$ cat src/hdl/neural_activation_unit_core_macros.svh
// Assertion macros for the activation unit.
`ifndef NEURAL_ACTIVATION_UNIT_CORE_MACROS_SVH
`define NEURAL_ACTIVATION_UNIT_CORE_MACROS_SVH

`ifndef SYNTHESIS
`define NAU_ASSERT_IMP(lbl, ante, cons, msg) \
  lbl: assert property (@(posedge clk) disable iff (!rst_n) (ante) |-> (cons)) \
    else $error(msg);
`define NAU_ASSERT_NXT(lbl, ante, cons, msg) \
  lbl: assert property (@(posedge clk) disable iff (!rst_n) (ante) |=> (cons)) \
    else $error(msg);
`else
`define NAU_ASSERT_IMP(lbl, ante, cons, msg)
`define NAU_ASSERT_NXT(lbl, ante, cons, msg)
`endif

`endif

$ cat src/hdl/nau_pkg.sv
package nau_pkg;

  localparam int SIG_SEGMENTS = 64;
  localparam int SIG_IDX_W    = $clog2(SIG_SEGMENTS);
  localparam int SIG_FRAC_W   = 15 - SIG_IDX_W;
  localparam int ROM_W        = 16;
  localparam int PROD_W       = ROM_W + SIG_FRAC_W;
  localparam int PM_W         = 34;

  localparam logic [16:0]        S_ONE   = 17'd65536;
  localparam logic signed [15:0] Y_ONE   = 16'sd4096;
  localparam longint unsigned    Q31_ONE = 64'd2147483648;

  typedef enum logic [2:0] {
    FN_LINEAR,
    FN_RELU,
    FN_SIGMOID,
    FN_TANH,
    FN_DLINEAR,
    FN_DRELU,
    FN_DSIGMOID,
    FN_DTANH
  } nau_func_t;

  typedef logic [ROM_W-1:0] nau_rom_t [0:SIG_SEGMENTS];

  // Bit-serial unsigned division, evaluated only while the table is built.
  function automatic longint unsigned nau_udiv(input longint unsigned num,
                                               input longint unsigned den);
    longint unsigned q;
    longint unsigned r;
    q = '0;
    r = '0;
    for (int b = 63; b >= 0; b--) begin
      r = {r[62:0], num[b]};
      if (r >= den) begin
        r    = r - den;
        q[b] = 1'b1;
      end
    end
    return q;
  endfunction

  // Entry k is sigmoid(8k/SIG_SEGMENTS) in unsigned Q0.16, from a Taylor
  // start for exp(-u/256) squared eight times.
  function automatic nau_rom_t nau_build_rom();
    nau_rom_t        rom;
    longint unsigned v;
    longint unsigned t;
    longint unsigned e;
    longint unsigned den;
    for (int k = 0; k <= SIG_SEGMENTS; k++) begin
      v = (64'(k) * 64'd67108864 + 64'(SIG_SEGMENTS / 2)) / SIG_SEGMENTS;
      t = v;
      e = Q31_ONE - t;
      t = ((t * v) >> 31) / 2;
      e = e + t;
      t = ((t * v) >> 31) / 3;
      e = e - t;
      t = ((t * v) >> 31) / 4;
      e = e + t;
      for (int n = 0; n < 8; n++) begin
        e = (e * e + 64'd1073741824) >> 31;
      end
      den    = Q31_ONE + e;
      rom[k] = ROM_W'(nau_udiv(64'd140737488355328 + (den >> 1), den));
    end
    return rom;
  endfunction

  localparam nau_rom_t SIG_ROM = nau_build_rom();

  typedef struct packed {
    nau_func_t                func;
    logic signed [15:0]       x;
    logic                     neg;
    logic                     sat;
    logic [ROM_W-1:0]         base;
    logic [ROM_W-1:0]         diff;
    logic [SIG_FRAC_W-1:0]    frac;
  } nau_s1_t;

  typedef struct packed {
    nau_func_t                func;
    logic signed [15:0]       x;
    logic                     neg;
    logic                     sat;
    logic [ROM_W-1:0]         base;
    logic [PROD_W-1:0]        prod;
  } nau_s2_t;

  typedef struct packed {
    nau_func_t                func;
    logic signed [15:0]       x;
    logic [16:0]              s;
  } nau_s3_t;

  typedef struct packed {
    nau_func_t                func;
    logic signed [15:0]       x;
    logic [16:0]              s;
    logic [PM_W-1:0]          pm;
  } nau_s4_t;

endpackage

$ cat src/hdl/nau_if.sv
interface nau_in_if;
  logic               valid;
  logic               ready;
  logic [2:0]         func;
  logic signed [15:0] x;

  modport source(output valid, output func, output x, input ready);
  modport sink(input valid, input func, input x, output ready);
endinterface

interface nau_out_if;
  logic               valid;
  logic               ready;
  logic signed [15:0] y;
  logic               undefined;

  modport source(output valid, output y, output undefined, input ready);
  modport sink(input valid, input y, input undefined, output ready);
endinterface

$ cat src/hdl/nau_front.sv
module nau_front (
  input  logic            clk,
  input  logic            rst_n,
  nau_in_if.sink          in_ch,
  output logic            s1_vld,
  output nau_pkg::nau_s1_t s1,
  input  logic            s1_rdy
);

  logic                          vld_r;
  nau_pkg::nau_s1_t              s1_r;
  nau_pkg::nau_s1_t              s1_nxt;
  logic                          adv;
  nau_pkg::nau_func_t            fn;
  logic signed [17:0]            z;
  logic [17:0]                   a_w;
  logic [16:0]                   a;
  logic [nau_pkg::SIG_IDX_W-1:0] idx;
  logic [nau_pkg::SIG_IDX_W:0]   idx_hi;
  logic [nau_pkg::ROM_W-1:0]     next_v;

  assign adv         = !vld_r || s1_rdy;
  assign in_ch.ready = adv;

  always_comb begin
    fn = nau_pkg::nau_func_t'(in_ch.func);
    if (fn == nau_pkg::FN_TANH || fn == nau_pkg::FN_DTANH) begin
      z = {in_ch.x[15], in_ch.x, 1'b0};
    end else begin
      z = {{2{in_ch.x[15]}}, in_ch.x};
    end
    a_w    = z[17] ? 18'(-z) : 18'(z);
    a      = a_w[16:0];
    idx    = a[14 -: nau_pkg::SIG_IDX_W];
    idx_hi = {1'b0, idx} + 1'b1;
    next_v = nau_pkg::SIG_ROM[idx_hi];
    s1_nxt.func = fn;
    s1_nxt.x    = in_ch.x;
    s1_nxt.neg  = z[17];
    s1_nxt.sat  = a[16] | a[15];
    s1_nxt.base = nau_pkg::SIG_ROM[idx];
    s1_nxt.diff = next_v - nau_pkg::SIG_ROM[idx];
    s1_nxt.frac = a[nau_pkg::SIG_FRAC_W-1:0];
  end

  always_ff @(posedge clk) begin
    if (!rst_n) begin
      vld_r <= 1'b0;
    end else if (adv) begin
      vld_r <= in_ch.valid;
    end
  end

  always_ff @(posedge clk) begin
    if (adv && in_ch.valid) begin
      s1_r <= s1_nxt;
    end
  end

  assign s1_vld = vld_r;
  assign s1     = s1_r;

endmodule

$ cat src/hdl/nau_interp.sv
module nau_interp (
  input  logic             clk,
  input  logic             rst_n,
  input  logic             s1_vld,
  input  nau_pkg::nau_s1_t s1,
  output logic             s1_rdy,
  output logic             s3_vld,
  output nau_pkg::nau_s3_t s3,
  input  logic             s3_rdy
);

  logic                       s2_vld_r;
  logic                       s3_vld_r;
  nau_pkg::nau_s2_t           s2_r;
  nau_pkg::nau_s2_t           s2_nxt;
  nau_pkg::nau_s3_t           s3_r;
  nau_pkg::nau_s3_t           s3_nxt;
  logic                       adv2;
  logic                       adv3;
  logic [nau_pkg::PROD_W:0]   rnd;
  logic [15:0]                corr;
  logic [16:0]                spos;

  assign adv3   = !s3_vld_r || s3_rdy;
  assign adv2   = !s2_vld_r || adv3;
  assign s1_rdy = adv2;

  always_comb begin
    s2_nxt.func = s1.func;
    s2_nxt.x    = s1.x;
    s2_nxt.neg  = s1.neg;
    s2_nxt.sat  = s1.sat;
    s2_nxt.base = s1.base;
    s2_nxt.prod = nau_pkg::PROD_W'(s1.diff) * nau_pkg::PROD_W'(s1.frac);
  end

  // The interpolated step never exceeds the segment rise, so it fits 16 bits.
  always_comb begin
    rnd  = {1'b0, s2_r.prod} + (nau_pkg::PROD_W + 1)'(1 << (nau_pkg::SIG_FRAC_W - 1));
    corr = 16'(rnd >> nau_pkg::SIG_FRAC_W);
    spos = s2_r.sat ? nau_pkg::S_ONE : 17'(s2_r.base) + 17'(corr);
    s3_nxt.func = s2_r.func;
    s3_nxt.x    = s2_r.x;
    s3_nxt.s    = s2_r.neg ? nau_pkg::S_ONE - spos : spos;
  end

  always_ff @(posedge clk) begin
    if (!rst_n) begin
      s2_vld_r <= 1'b0;
      s3_vld_r <= 1'b0;
    end else begin
      if (adv2) begin
        s2_vld_r <= s1_vld;
      end
      if (adv3) begin
        s3_vld_r <= s2_vld_r;
      end
    end
  end

  always_ff @(posedge clk) begin
    if (adv2 && s1_vld) begin
      s2_r <= s2_nxt;
    end
    if (adv3 && s2_vld_r) begin
      s3_r <= s3_nxt;
    end
  end

  assign s3_vld = s3_vld_r;
  assign s3     = s3_r;

endmodule

$ cat src/hdl/nau_back.sv
module nau_back (
  input  logic             clk,
  input  logic             rst_n,
  input  logic             s3_vld,
  input  nau_pkg::nau_s3_t s3,
  output logic             s3_rdy,
  nau_out_if.source        out_ch
);

  logic                     s4_vld_r;
  logic                     s5_vld_r;
  nau_pkg::nau_s4_t         s4_r;
  nau_pkg::nau_s4_t         s4_nxt;
  logic signed [15:0]       y_r;
  logic signed [15:0]       y_nxt;
  logic                     undef_r;
  logic                     undef_nxt;
  logic                     adv4;
  logic                     adv5;
  logic signed [18:0]       tt;
  logic [18:0]              tm;
  logic [16:0]              opa;
  logic [16:0]              opb;
  logic [17:0]              sg;
  logic [18:0]              tg;
  logic [nau_pkg::PM_W:0]   dg;
  logic [nau_pkg::PM_W:0]   dt;

  assign adv5   = !s5_vld_r || out_ch.ready;
  assign adv4   = !s4_vld_r || adv5;
  assign s3_rdy = adv4;

  // One multiplier serves both derivatives: s*(1-s) or t*t with t = 2s-1.
  always_comb begin
    tt = $signed({1'b0, s3.s, 1'b0}) - 19'sd65536;
    tm = tt[18] ? 19'(-tt) : 19'(tt);
    if (s3.func == nau_pkg::FN_DSIGMOID) begin
      opa = s3.s;
      opb = nau_pkg::S_ONE - s3.s;
    end else begin
      opa = tm[16:0];
      opb = tm[16:0];
    end
    s4_nxt.func = s3.func;
    s4_nxt.x    = s3.x;
    s4_nxt.s    = s3.s;
    s4_nxt.pm   = nau_pkg::PM_W'(opa) * nau_pkg::PM_W'(opb);
  end

  always_comb begin
    sg        = {1'b0, s4_r.s} + 18'd8;
    tg        = {1'b0, s4_r.s, 1'b0} + 19'd8;
    dg        = {1'b0, s4_r.pm} + 35'd524288;
    dt        = 35'h1_0000_0000 - {1'b0, s4_r.pm} + 35'd524288;
    undef_nxt = 1'b0;
    case (s4_r.func)
      nau_pkg::FN_LINEAR:   y_nxt = s4_r.x;
      nau_pkg::FN_RELU:     y_nxt = s4_r.x[15] ? 16'sd0 : s4_r.x;
      nau_pkg::FN_SIGMOID:  y_nxt = 16'(sg >> 4);
      nau_pkg::FN_TANH:     y_nxt = 16'(tg >> 4) - nau_pkg::Y_ONE;
      nau_pkg::FN_DLINEAR:  y_nxt = nau_pkg::Y_ONE;
      nau_pkg::FN_DRELU: begin
        if (s4_r.x == 16'sd0) begin
          y_nxt     = 16'sd0;
          undef_nxt = 1'b1;
        end else begin
          y_nxt = s4_r.x[15] ? 16'sd0 : nau_pkg::Y_ONE;
        end
      end
      nau_pkg::FN_DSIGMOID: y_nxt = 16'(dg >> 20);
      nau_pkg::FN_DTANH:    y_nxt = 16'(dt >> 20);
      default:              y_nxt = 16'sd0;
    endcase
  end

  always_ff @(posedge clk) begin
    if (!rst_n) begin
      s4_vld_r <= 1'b0;
      s5_vld_r <= 1'b0;
    end else begin
      if (adv4) begin
        s4_vld_r <= s3_vld;
      end
      if (adv5) begin
        s5_vld_r <= s4_vld_r;
      end
    end
  end

  always_ff @(posedge clk) begin
    if (adv4 && s3_vld) begin
      s4_r <= s4_nxt;
    end
    if (adv5 && s4_vld_r) begin
      y_r     <= y_nxt;
      undef_r <= undef_nxt;
    end
  end

  assign out_ch.valid     = s5_vld_r;
  assign out_ch.y         = y_r;
  assign out_ch.undefined = undef_r;

endmodule

$ cat src/hdl/neural_activation_unit_core.sv
// Element-wise activation unit for a streaming datapath.
// in_ch carries a function code and a signed Q4.12 operand; out_ch returns
// the signed Q4.12 result and a flag that marks the ReLU derivative taken at
// exactly zero. Both channels use valid/ready, and a transaction completes on
// a clock edge where both are high.
// The pipeline has five register stages: table lookup, segment multiply,
// interpolation, derivative multiply and the output register. A result
// passes through them in that order; a new input can be taken every cycle
// while out_ch.ready is high, so sustained throughput is one transaction
// per cycle.
// Each stage has its own valid bit and moves when the stage after it is
// empty or moving, so idle slots close up behind a stalled receiver.
// When out_ch.ready is low the output holds its transaction and the stages
// behind it fill; in_ch.ready falls only once all five stages are full.
// The synchronous reset clears every valid bit; no transaction is in flight
// afterward and the sigmoid table is constant, so no warm-up is needed.
`include "neural_activation_unit_core_macros.svh"

module neural_activation_unit_core (
  input  logic      clk,
  input  logic      rst_n,
  nau_in_if.sink    in_ch,
  nau_out_if.source out_ch
);

  logic             s1_vld;
  logic             s1_rdy;
  nau_pkg::nau_s1_t s1;
  logic             s3_vld;
  logic             s3_rdy;
  nau_pkg::nau_s3_t s3;

  nau_front u_front (
    .clk    (clk),
    .rst_n  (rst_n),
    .in_ch  (in_ch),
    .s1_vld (s1_vld),
    .s1     (s1),
    .s1_rdy (s1_rdy)
  );

  nau_interp u_interp (
    .clk    (clk),
    .rst_n  (rst_n),
    .s1_vld (s1_vld),
    .s1     (s1),
    .s1_rdy (s1_rdy),
    .s3_vld (s3_vld),
    .s3     (s3),
    .s3_rdy (s3_rdy)
  );

  nau_back u_back (
    .clk    (clk),
    .rst_n  (rst_n),
    .s3_vld (s3_vld),
    .s3     (s3),
    .s3_rdy (s3_rdy),
    .out_ch (out_ch)
  );

  `NAU_ASSERT_NXT(a_accept_loads_s1, in_ch.valid && in_ch.ready, s1_vld, "accepted input did not reach the lookup stage")
  `NAU_ASSERT_NXT(a_s1_hold, s1_vld && !s1_rdy, s1_vld && $stable(s1), "lookup stage changed while stalled")
  `NAU_ASSERT_NXT(a_s3_hold, s3_vld && !s3_rdy, s3_vld && $stable(s3), "interpolation stage changed while stalled")
  `NAU_ASSERT_IMP(a_undef_zero, out_ch.valid && out_ch.undefined, out_ch.y == 16'sd0, "undefined result with nonzero value")

endmodule
$ cat src/flat_wrapper.sv
// flat-port wrapper written by rule: the top's interface ports become plain ports
module neural_activation_unit_core_flat 
  (clk, rst_n, in_ch_valid, in_ch_func, in_ch_x, in_ch_ready, out_ch_valid, out_ch_y, out_ch_undefined, out_ch_ready);
  nau_in_if in_ch_i ();
  nau_out_if out_ch_i ();
  input  logic clk;
  input  logic rst_n;
  input wire logic [$bits(in_ch_i.valid)-1:0] in_ch_valid;
  input wire logic [$bits(in_ch_i.func)-1:0] in_ch_func;
  input wire logic [$bits(in_ch_i.x)-1:0] in_ch_x;
  output wire logic [$bits(in_ch_i.ready)-1:0] in_ch_ready;
  output wire logic [$bits(out_ch_i.valid)-1:0] out_ch_valid;
  output wire logic [$bits(out_ch_i.y)-1:0] out_ch_y;
  output wire logic [$bits(out_ch_i.undefined)-1:0] out_ch_undefined;
  input wire logic [$bits(out_ch_i.ready)-1:0] out_ch_ready;
  assign in_ch_i.valid = in_ch_valid;
  assign in_ch_i.func = in_ch_func;
  assign in_ch_i.x = in_ch_x;
  assign in_ch_ready = in_ch_i.ready;
  assign out_ch_valid = out_ch_i.valid;
  assign out_ch_y = out_ch_i.y;
  assign out_ch_undefined = out_ch_i.undefined;
  assign out_ch_i.ready = out_ch_ready;
  neural_activation_unit_core u_core (.clk(clk), .rst_n(rst_n), .in_ch(in_ch_i), .out_ch(out_ch_i));
endmodule
$ cat config.mk
export PLATFORM = sky130hd
export DESIGN_NAME = neural_activation_unit_core_flat
export DESIGN_NICKNAME = d
export VERILOG_FILES = /design/src/hdl/nau_pkg.sv /design/src/hdl/nau_if.sv /design/src/hdl/nau_front.sv /design/src/hdl/nau_interp.sv /design/src/hdl/nau_back.sv /design/src/hdl/neural_activation_unit_core.sv /design/src/flat_wrapper.sv
export VERILOG_INCLUDE_DIRS = /design/src /design/src/hdl
export SDC_FILE = /design/constraint.sdc
export NUM_CORES = 2
export LEC_CHECK = 0
export BUFFER_PORTS_ARGS = -buffer_cell sky130_fd_sc_hd__buf_2
export CAP_MARGIN = 15
export CORE_ASPECT_RATIO = 0.5
export CORE_UTILIZATION = 66
export DETAILED_ROUTE_END_ITERATION = 12
export PLACE_DENSITY = 0.83
export SYNTH_ARGS = -nofsm -noshare
export SYNTH_HDL_FRONTEND = slang
export SYNTH_SLANG_ARGS = --single-unit
export TNS_END_PERCENT = 10
$ cat constraint.sdc
create_clock -name clk -period 10.88 [get_ports clk]
set_clock_uncertainty 0.15 [all_clocks]
set_input_delay 2.176 -clock clk [delete_from_list [all_inputs] [get_ports clk]]
set_output_delay 2.176 -clock clk [all_outputs]
set_load 0.03 [all_outputs]
# After elaboration in Yosys (flattened, before gate mapping)
# Memories as Yosys holds them, arrays and structs flattened.
# Cells that the tools add are included.
word_totals:
  ff_bits: 252
  rom_bits: 4096
  output_inout_bits: 19
  wordCells: 95
  mem_count: 2
classes:
  n_addsub: 15
  mul: 2
  n_lt_le_gt_ge: 2
  n_eq_ne: 10
  n_mux: 16
  bitwise: 3
  reduce_logical: 18
memory_table:
  columns: ["name", "words", "word_bits", "read_ports", "rd_ports_with_merged_regs", "wr", "line_no", "text"]
  rows:
  - ["(name not given)", 128, 16, 1, 0, 0, "nau_front.sv:36", "next_v = nau_pkg::SIG_ROM[idx_hi];"]
  - ["(name not given)", 128, 16, 1, 0, 0, "nau_front.sv:42", "s1_nxt.diff = next_v - nau_pkg::SIG_ROM[idx];"]
op_table:
  columns: ["cell", "count"]
  rows:
  - ["case mux 16 bit (8 select lines)", 1]
  - ["2-to-1 mux 17 bit", 6]
  - ["2-to-1 mux 16 bit", 5]
  - ["adder 34 x 20 -> 35 bit, second input constant", 1]
  - ["adder 35 x 20 -> 35 bit, second input constant", 1]
  - ["subtractor 33 x 34 -> 35 bit, first input constant", 1]
  - ["multiplier 17 x 17 -> 34 bit", 1]
  - ["negation 17 bit", 2]
  - ["subtractor 17 bit, first input constant", 2]
  - ["2-to-1 mux 13 bit", 2]
  - ["adder 25 x 9 -> 25 bit, second input constant", 1]
  - ["multiplier 16 x 9 -> 25 bit", 1]
  - ["adder 18 x 4 -> 19 bit, second input constant", 1]
  - ["subtractor 18 x 17 -> 19 bit, second input constant", 1]
  - ["adder 17 x 4 -> 18 bit, second input constant", 1]
  - ["== test 3 bit, second input constant", 6]
  - ["adder 16 x 16 -> 17 bit", 1]
  - ["logical NOT 16 bit", 1]
  - ["subtractor 15 x 13 -> 16 bit, second input constant", 1]
  - ["subtractor 16 bit", 1]
  - ["2-to-1 mux 15 bit", 1]
  - ["== test 3 x 2 -> 1 bit, second input constant", 3]
  - ["greater-or-equal comparator 7 x 8 -> 1 bit, second input constant", 1]
  - ["greater-or-equal comparator 8 bit, second input constant", 1]
  - ["10 further kinds", 23]

# Longest topological paths before layout
depth:
  depth_word: 11
  mapped_depth: 32
  ltp_nobuf: 30

# Modules after synthesis
# A second synthesis with hierarchy kept.
hier_totals:
  hier_cells: 3355
  hier_area_um2: 30127.6
modules_own_cells:
  columns: ["module", "instances", "cells_each", "area_each_um2"]
  rows:
  - ["nau_back", 1, 1705, 14994.4]
  - ["nau_interp", 1, 832, 8667.1]
  - ["nau_front", 1, 818, 6466.2]

# Worst setup path after synthesis
# Ideal clock, no wire load.
synth_path:
  kind: "in2reg"
  startpoint: "input in_ch_func[1]"
  endpoint: "register u_core.u_front.s1_r (netlist bit u_core.u_front.s1[23]), data pin"
  t_arrival_ps: 8768
  required_time_ps: 10472
  slack_ps: 1704
  path_stages: 32
  cell_sequence: "and2_1 -> clkbuf_1 -> clkbuf_1 -> mux2i_1 -> ha_1 -> nor4b_1 -> nand3_1 -> a21boi_0 -> and3b_1 -> clkbuf_1 -> ha_1 -> inv_1 -> ha_1 -> inv_1 -> clkbuf_1 -> ha_1 -> nand2_1 -> o311ai_0 -> o311ai_0 -> a31o_1 -> ha_1 -> inv_1 -> fa_1 -> a21o_1 -> a21oi_1 -> o21bai_1 -> a211oi_1 -> o31ai_1 -> or4_1 -> a31o_2 -> a21oi_1 -> xnor2_1"
synth_rtl:
  columns: ["element", "line_no", "text"]
  rows:
  - ["start, declared", "flat_wrapper.sv:9", "input wire logic [$bits(in_ch_i.func)-1:0] in_ch_func;"]
  - ["end signal, assigned", "nau_front.sv:56", "s1_r <= s1_nxt;"]
  - ["end, declared", "nau_front.sv:11", "nau_pkg::nau_s1_t s1_r;"]

==> flow_summary.yaml <==
outcome:
  status: "complete, no violations"
drt:
  drc_errors: 0
  wire_per_inst_um: 20.0
  drt_wl_total_mm: 73.8
  drtAntennaViolNets: 0
  first_iter_violations: 2216
  drtPass1Iterations: 6
  vias: 23100
  viasPerCell: 6.28
die:
  start_util: 0.676
  dieArea_um2: 44400
  fp.dieH_um: 149
  core-area_um2: 42400
  die_w_um: 297
  io_pins: 42
  fp-row-count: 53
grt:
  grt_start_max_net_pins: 69
  antenna_found_initial: 1
  grt_pass1_wl_mm: 119
  globalRouteTotalUtil: 0.338
  grt_pass1_vias: 22600
  overflow: 0
clock_network:
  clk_latency_ns: 0.53
  postCtsSetupBuffers: 0
  cts_resized: 0
  cts_tree: "built"
  clk_pin_slew_ns: 0.08
  numCtsBuffers: 22
  root_buffer: "clkbuf_16"
  cts-hold-fix-buffers: 0
  cts.path.max_buffers: 3
  clock-sinks: 238
  cts.htree.levels: 1
yosys:
  synth_nets: 3699
  synth_area_per_cell_um2: 9.13
  async_flop_share: 0
  syn_inst: 3143
  synth-compound-area-share: 0.142
  yosys_warnings: 0
  synthAdderAreaFrac: 0.317
  synth_top_family_by_area: "adder cells"
  yosysSeqAreaShare: 0.247
  netlist_area_um2: 28700
  synth_xor_area_frac: 0.0515
  synth_simple_gate_area_share: 0.159
  synth_edf_count: 233
  ys_seq_elements: 238
  synthMuxAreaShare: 0.00694
  synth-main-ff-cell: "edfxtp_1"
  synth_cell_types: 91
setup_path:
  r2r-start: "u_core.u_interp.s3[2]"
  worstSetupPathType: "reg -> reg"
  cp_num_buf_inv: 2
  worst-r2r-setup-slack_ns: 1.03
  critPathArrivalTime_ns: 9.99
  cp_data_required_time_ns: 11.02
  path_common_cell: "fa_1"
  critPathSlowestCell: "or4b_2"
  path_max_fanout: 11
  setup.worst_path.start_class: "flop"
  cp_slowest_stage_delay_ns: 0.74
  endpoint_kind: "flop"
  ff2ff_path_depth: 27
  crit_family: "adder cells"
  r2r_end: "u_core.u_back.s4_r[32]"
timing:
  final_hold_viol_count: 0
  setup_tns_ns: 0
  rsz0062_at_grt: "false"
  max_freq_mhz: 102
  tightest_slew_ns: 1.13
  whs_ns: 0.271
  period_needed_ns: 9.85
  worst_slew_margin_rel: 0.246
  layout_worst_path_cycle_share: 0.906
  setup_viol: 0
  maxSlewViolCount: 0
final_layout:
  areaGrowthSynthToFinish_pct: 5.30
  nFillCells: 3110
  layout-drive-gt1-share: 0.0547
  fin_nets: 3649
  multiInputGateArea_um2: 19500
  diodes: 0
  fin_util: 0.712
  instances_no_fill: 3684
  ff_latch_area_um2: 7100
hold_path:
  worstHoldPathCells: 0
  hp-start: "u_core.u_front.s1[56]"
  holdCritPathClass: "reg -> reg"
  hold_end: "u_core.u_interp.s2_r[56]"
placement:
  place.gp.congestion: 0.984
  io_buffers: 41
  placedCellCount: 3645
  dp.final_hpwl_mm: 56.7
job:
  maxCapViolations: 0
==> flip-flops by register name, summed over array words and instances (netlist names) <==
signal	count
u_core.u_back.s4_r	68
u_core.u_front.s1	60
u_core.u_interp.s2_r	52
u_core.u_interp.s3	36
u_core.u_back.out_ch.y	16
u_core.u_back.out_ch.undefined	1
u_core.u_back.out_ch.valid	1
u_core.u_back.s4_vld_r	1
u_core.u_front.s1_vld	1
u_core.u_interp.s2_vld_r	1
u_core.u_interp.s3_vld	1
==> through the flow <==
step | cell area (um2) | worst slack [ns]
floorplan | 28700 | 1.70
global placement | 29400 | 1.15
detailed placement | 29400 | 0.764
CTS | 30200 | 1.25
global route | 30200 | 0.521
finish | 30200 | 1.03
==> worst max path at each step <==
stage / startpoint / slack (ns) / depth (start not counted) / to
after floorplan: in_ch_func[1] / 1.70 / 32 / u_core.u_front.s1[23]
after global placement: in_ch_func[1] / 1.15 / 26 / u_core.u_front.s1[23]
after detailed placement: in_ch_func[0] / 0.76 / 26 / u_core.u_front.s1[23]
after CTS: u_core.u_interp.s3[2] / 1.25 / 27 / u_core.u_back.s4_r[32]
after global routing: in_ch_func[0] / 0.52 / 26 / u_core.u_front.s1[23]
final: u_core.u_interp.s3[2] / 1.03 / 27 / u_core.u_back.s4_r[32]
==> cells in the mapped netlist, types with 20 or more instances <==
cell type | count | area [um2]
o22ai_1 | 20 | 125
nor3_1 | 46 | 230
xor2_1 | 70 | 613
and3_1 | 34 | 213
nor2_1 | 251 | 942
o211ai_1 | 21 | 158
o21a_1 | 40 | 300
xnor2_1 | 93 | 815
and2_1 | 70 | 438
nand2_1 | 417 | 1570
a21oi_1 | 134 | 671
fa_1 | 324 | 6490
o21ai_0 | 120 | 601
edfxtp_1 | 233 | 7000
or3_1 | 24 | 150
a21o_1 | 40 | 300
a211oi_1 | 31 | 233
nand3_1 | 60 | 300
clkbuf_1 | 147 | 552
inv_1 | 409 | 1540
a31oi_1 | 24 | 150
ha_1 | 209 | 2620
==> worst register-to-register path: stages, from the launching register on <==
cell and delay [ns]:
edfxtp_1 0.55, nor3_1 0.36, nand3b_1 0.24, or4b_2 0.75, nor3_1 0.45, nor3_1 0.12
xnor2_1 0.16, o21ai_0 0.14, o21ai_1 0.69, nor2_1 0.14, fa_1 0.52, fa_1 0.52
fa_1 0.53, fa_1 0.53, fa_1 0.54, inv_1 0.05, fa_1 0.53, inv_1 0.04
ha_1 0.36, and4_1 0.27, nand3_1 0.09, a211oi_1 0.05, a211oi_1 0.65, a31oi_1 0.39
a211oi_1 0.41, o31ai_1 0.13, a21oi_1 0.19, xnor2_1 0.09
==> layout make-up <==
class / instances / share of cell area
Inverter: 415 / 0.0516
Timing Repair Buffer: 89 / 0.0186
Multi-Input combinational cell: 2327 / 0.645
Clock buffer: 24 / 0.0185
Clock inverter: 14 / 0.00741
Sequential cell: 238 / 0.235
Tap cell: 577 / 0.0239
==> metal layers <==
metal | vias up | wire (um) | track usage
met5 | - | 13 | 0
met4 | 2 | 2990 | 0.130
met3 | 228 | 6610 | 0.0473
met2 | 1155 | 34500 | 0.555
met1 | 11300 | 29700 | 0.459
li1 | 10500 | - | -
==> cell families after synthesis <==
group / count (synthesis)
simple gates: 1004
compound gates: 606
buf+inv: 578
fa+ha+maj: 533
flops: 238
xor+xnor: 166
mux: 18
==> cell usage in the layout, fill, tap and decap left out, types with 10 or more instances in the layout <==
cell and instances:
nand2b_1 10, a21o_1 40, o21a_1 40, o211ai_1 21, or2_2 10, xor2_1 70
o21ai_0 120, o31ai_1 17, xnor2_1 90, nor3_1 46, mux2i_1 12, nand2_1 417
and2_1 70, buf_4 47, o22ai_1 20, a211oi_1 31, ha_1 209, o21ai_1 16
nor2b_1 16, nor2_1 250, nand4_1 11, inv_1 409, a21oi_1 134, and3_1 34
edfxtp_1 233, o221ai_1 10, buf_2 42, nand3_1 60, clkbuf_16 22, nor4_1 19
a31oi_1 23, fa_1 324, or3_1 24
Power is not shown: default switching activity piles up to over one toggle a cycle in this logic, so the estimate is an artifact.
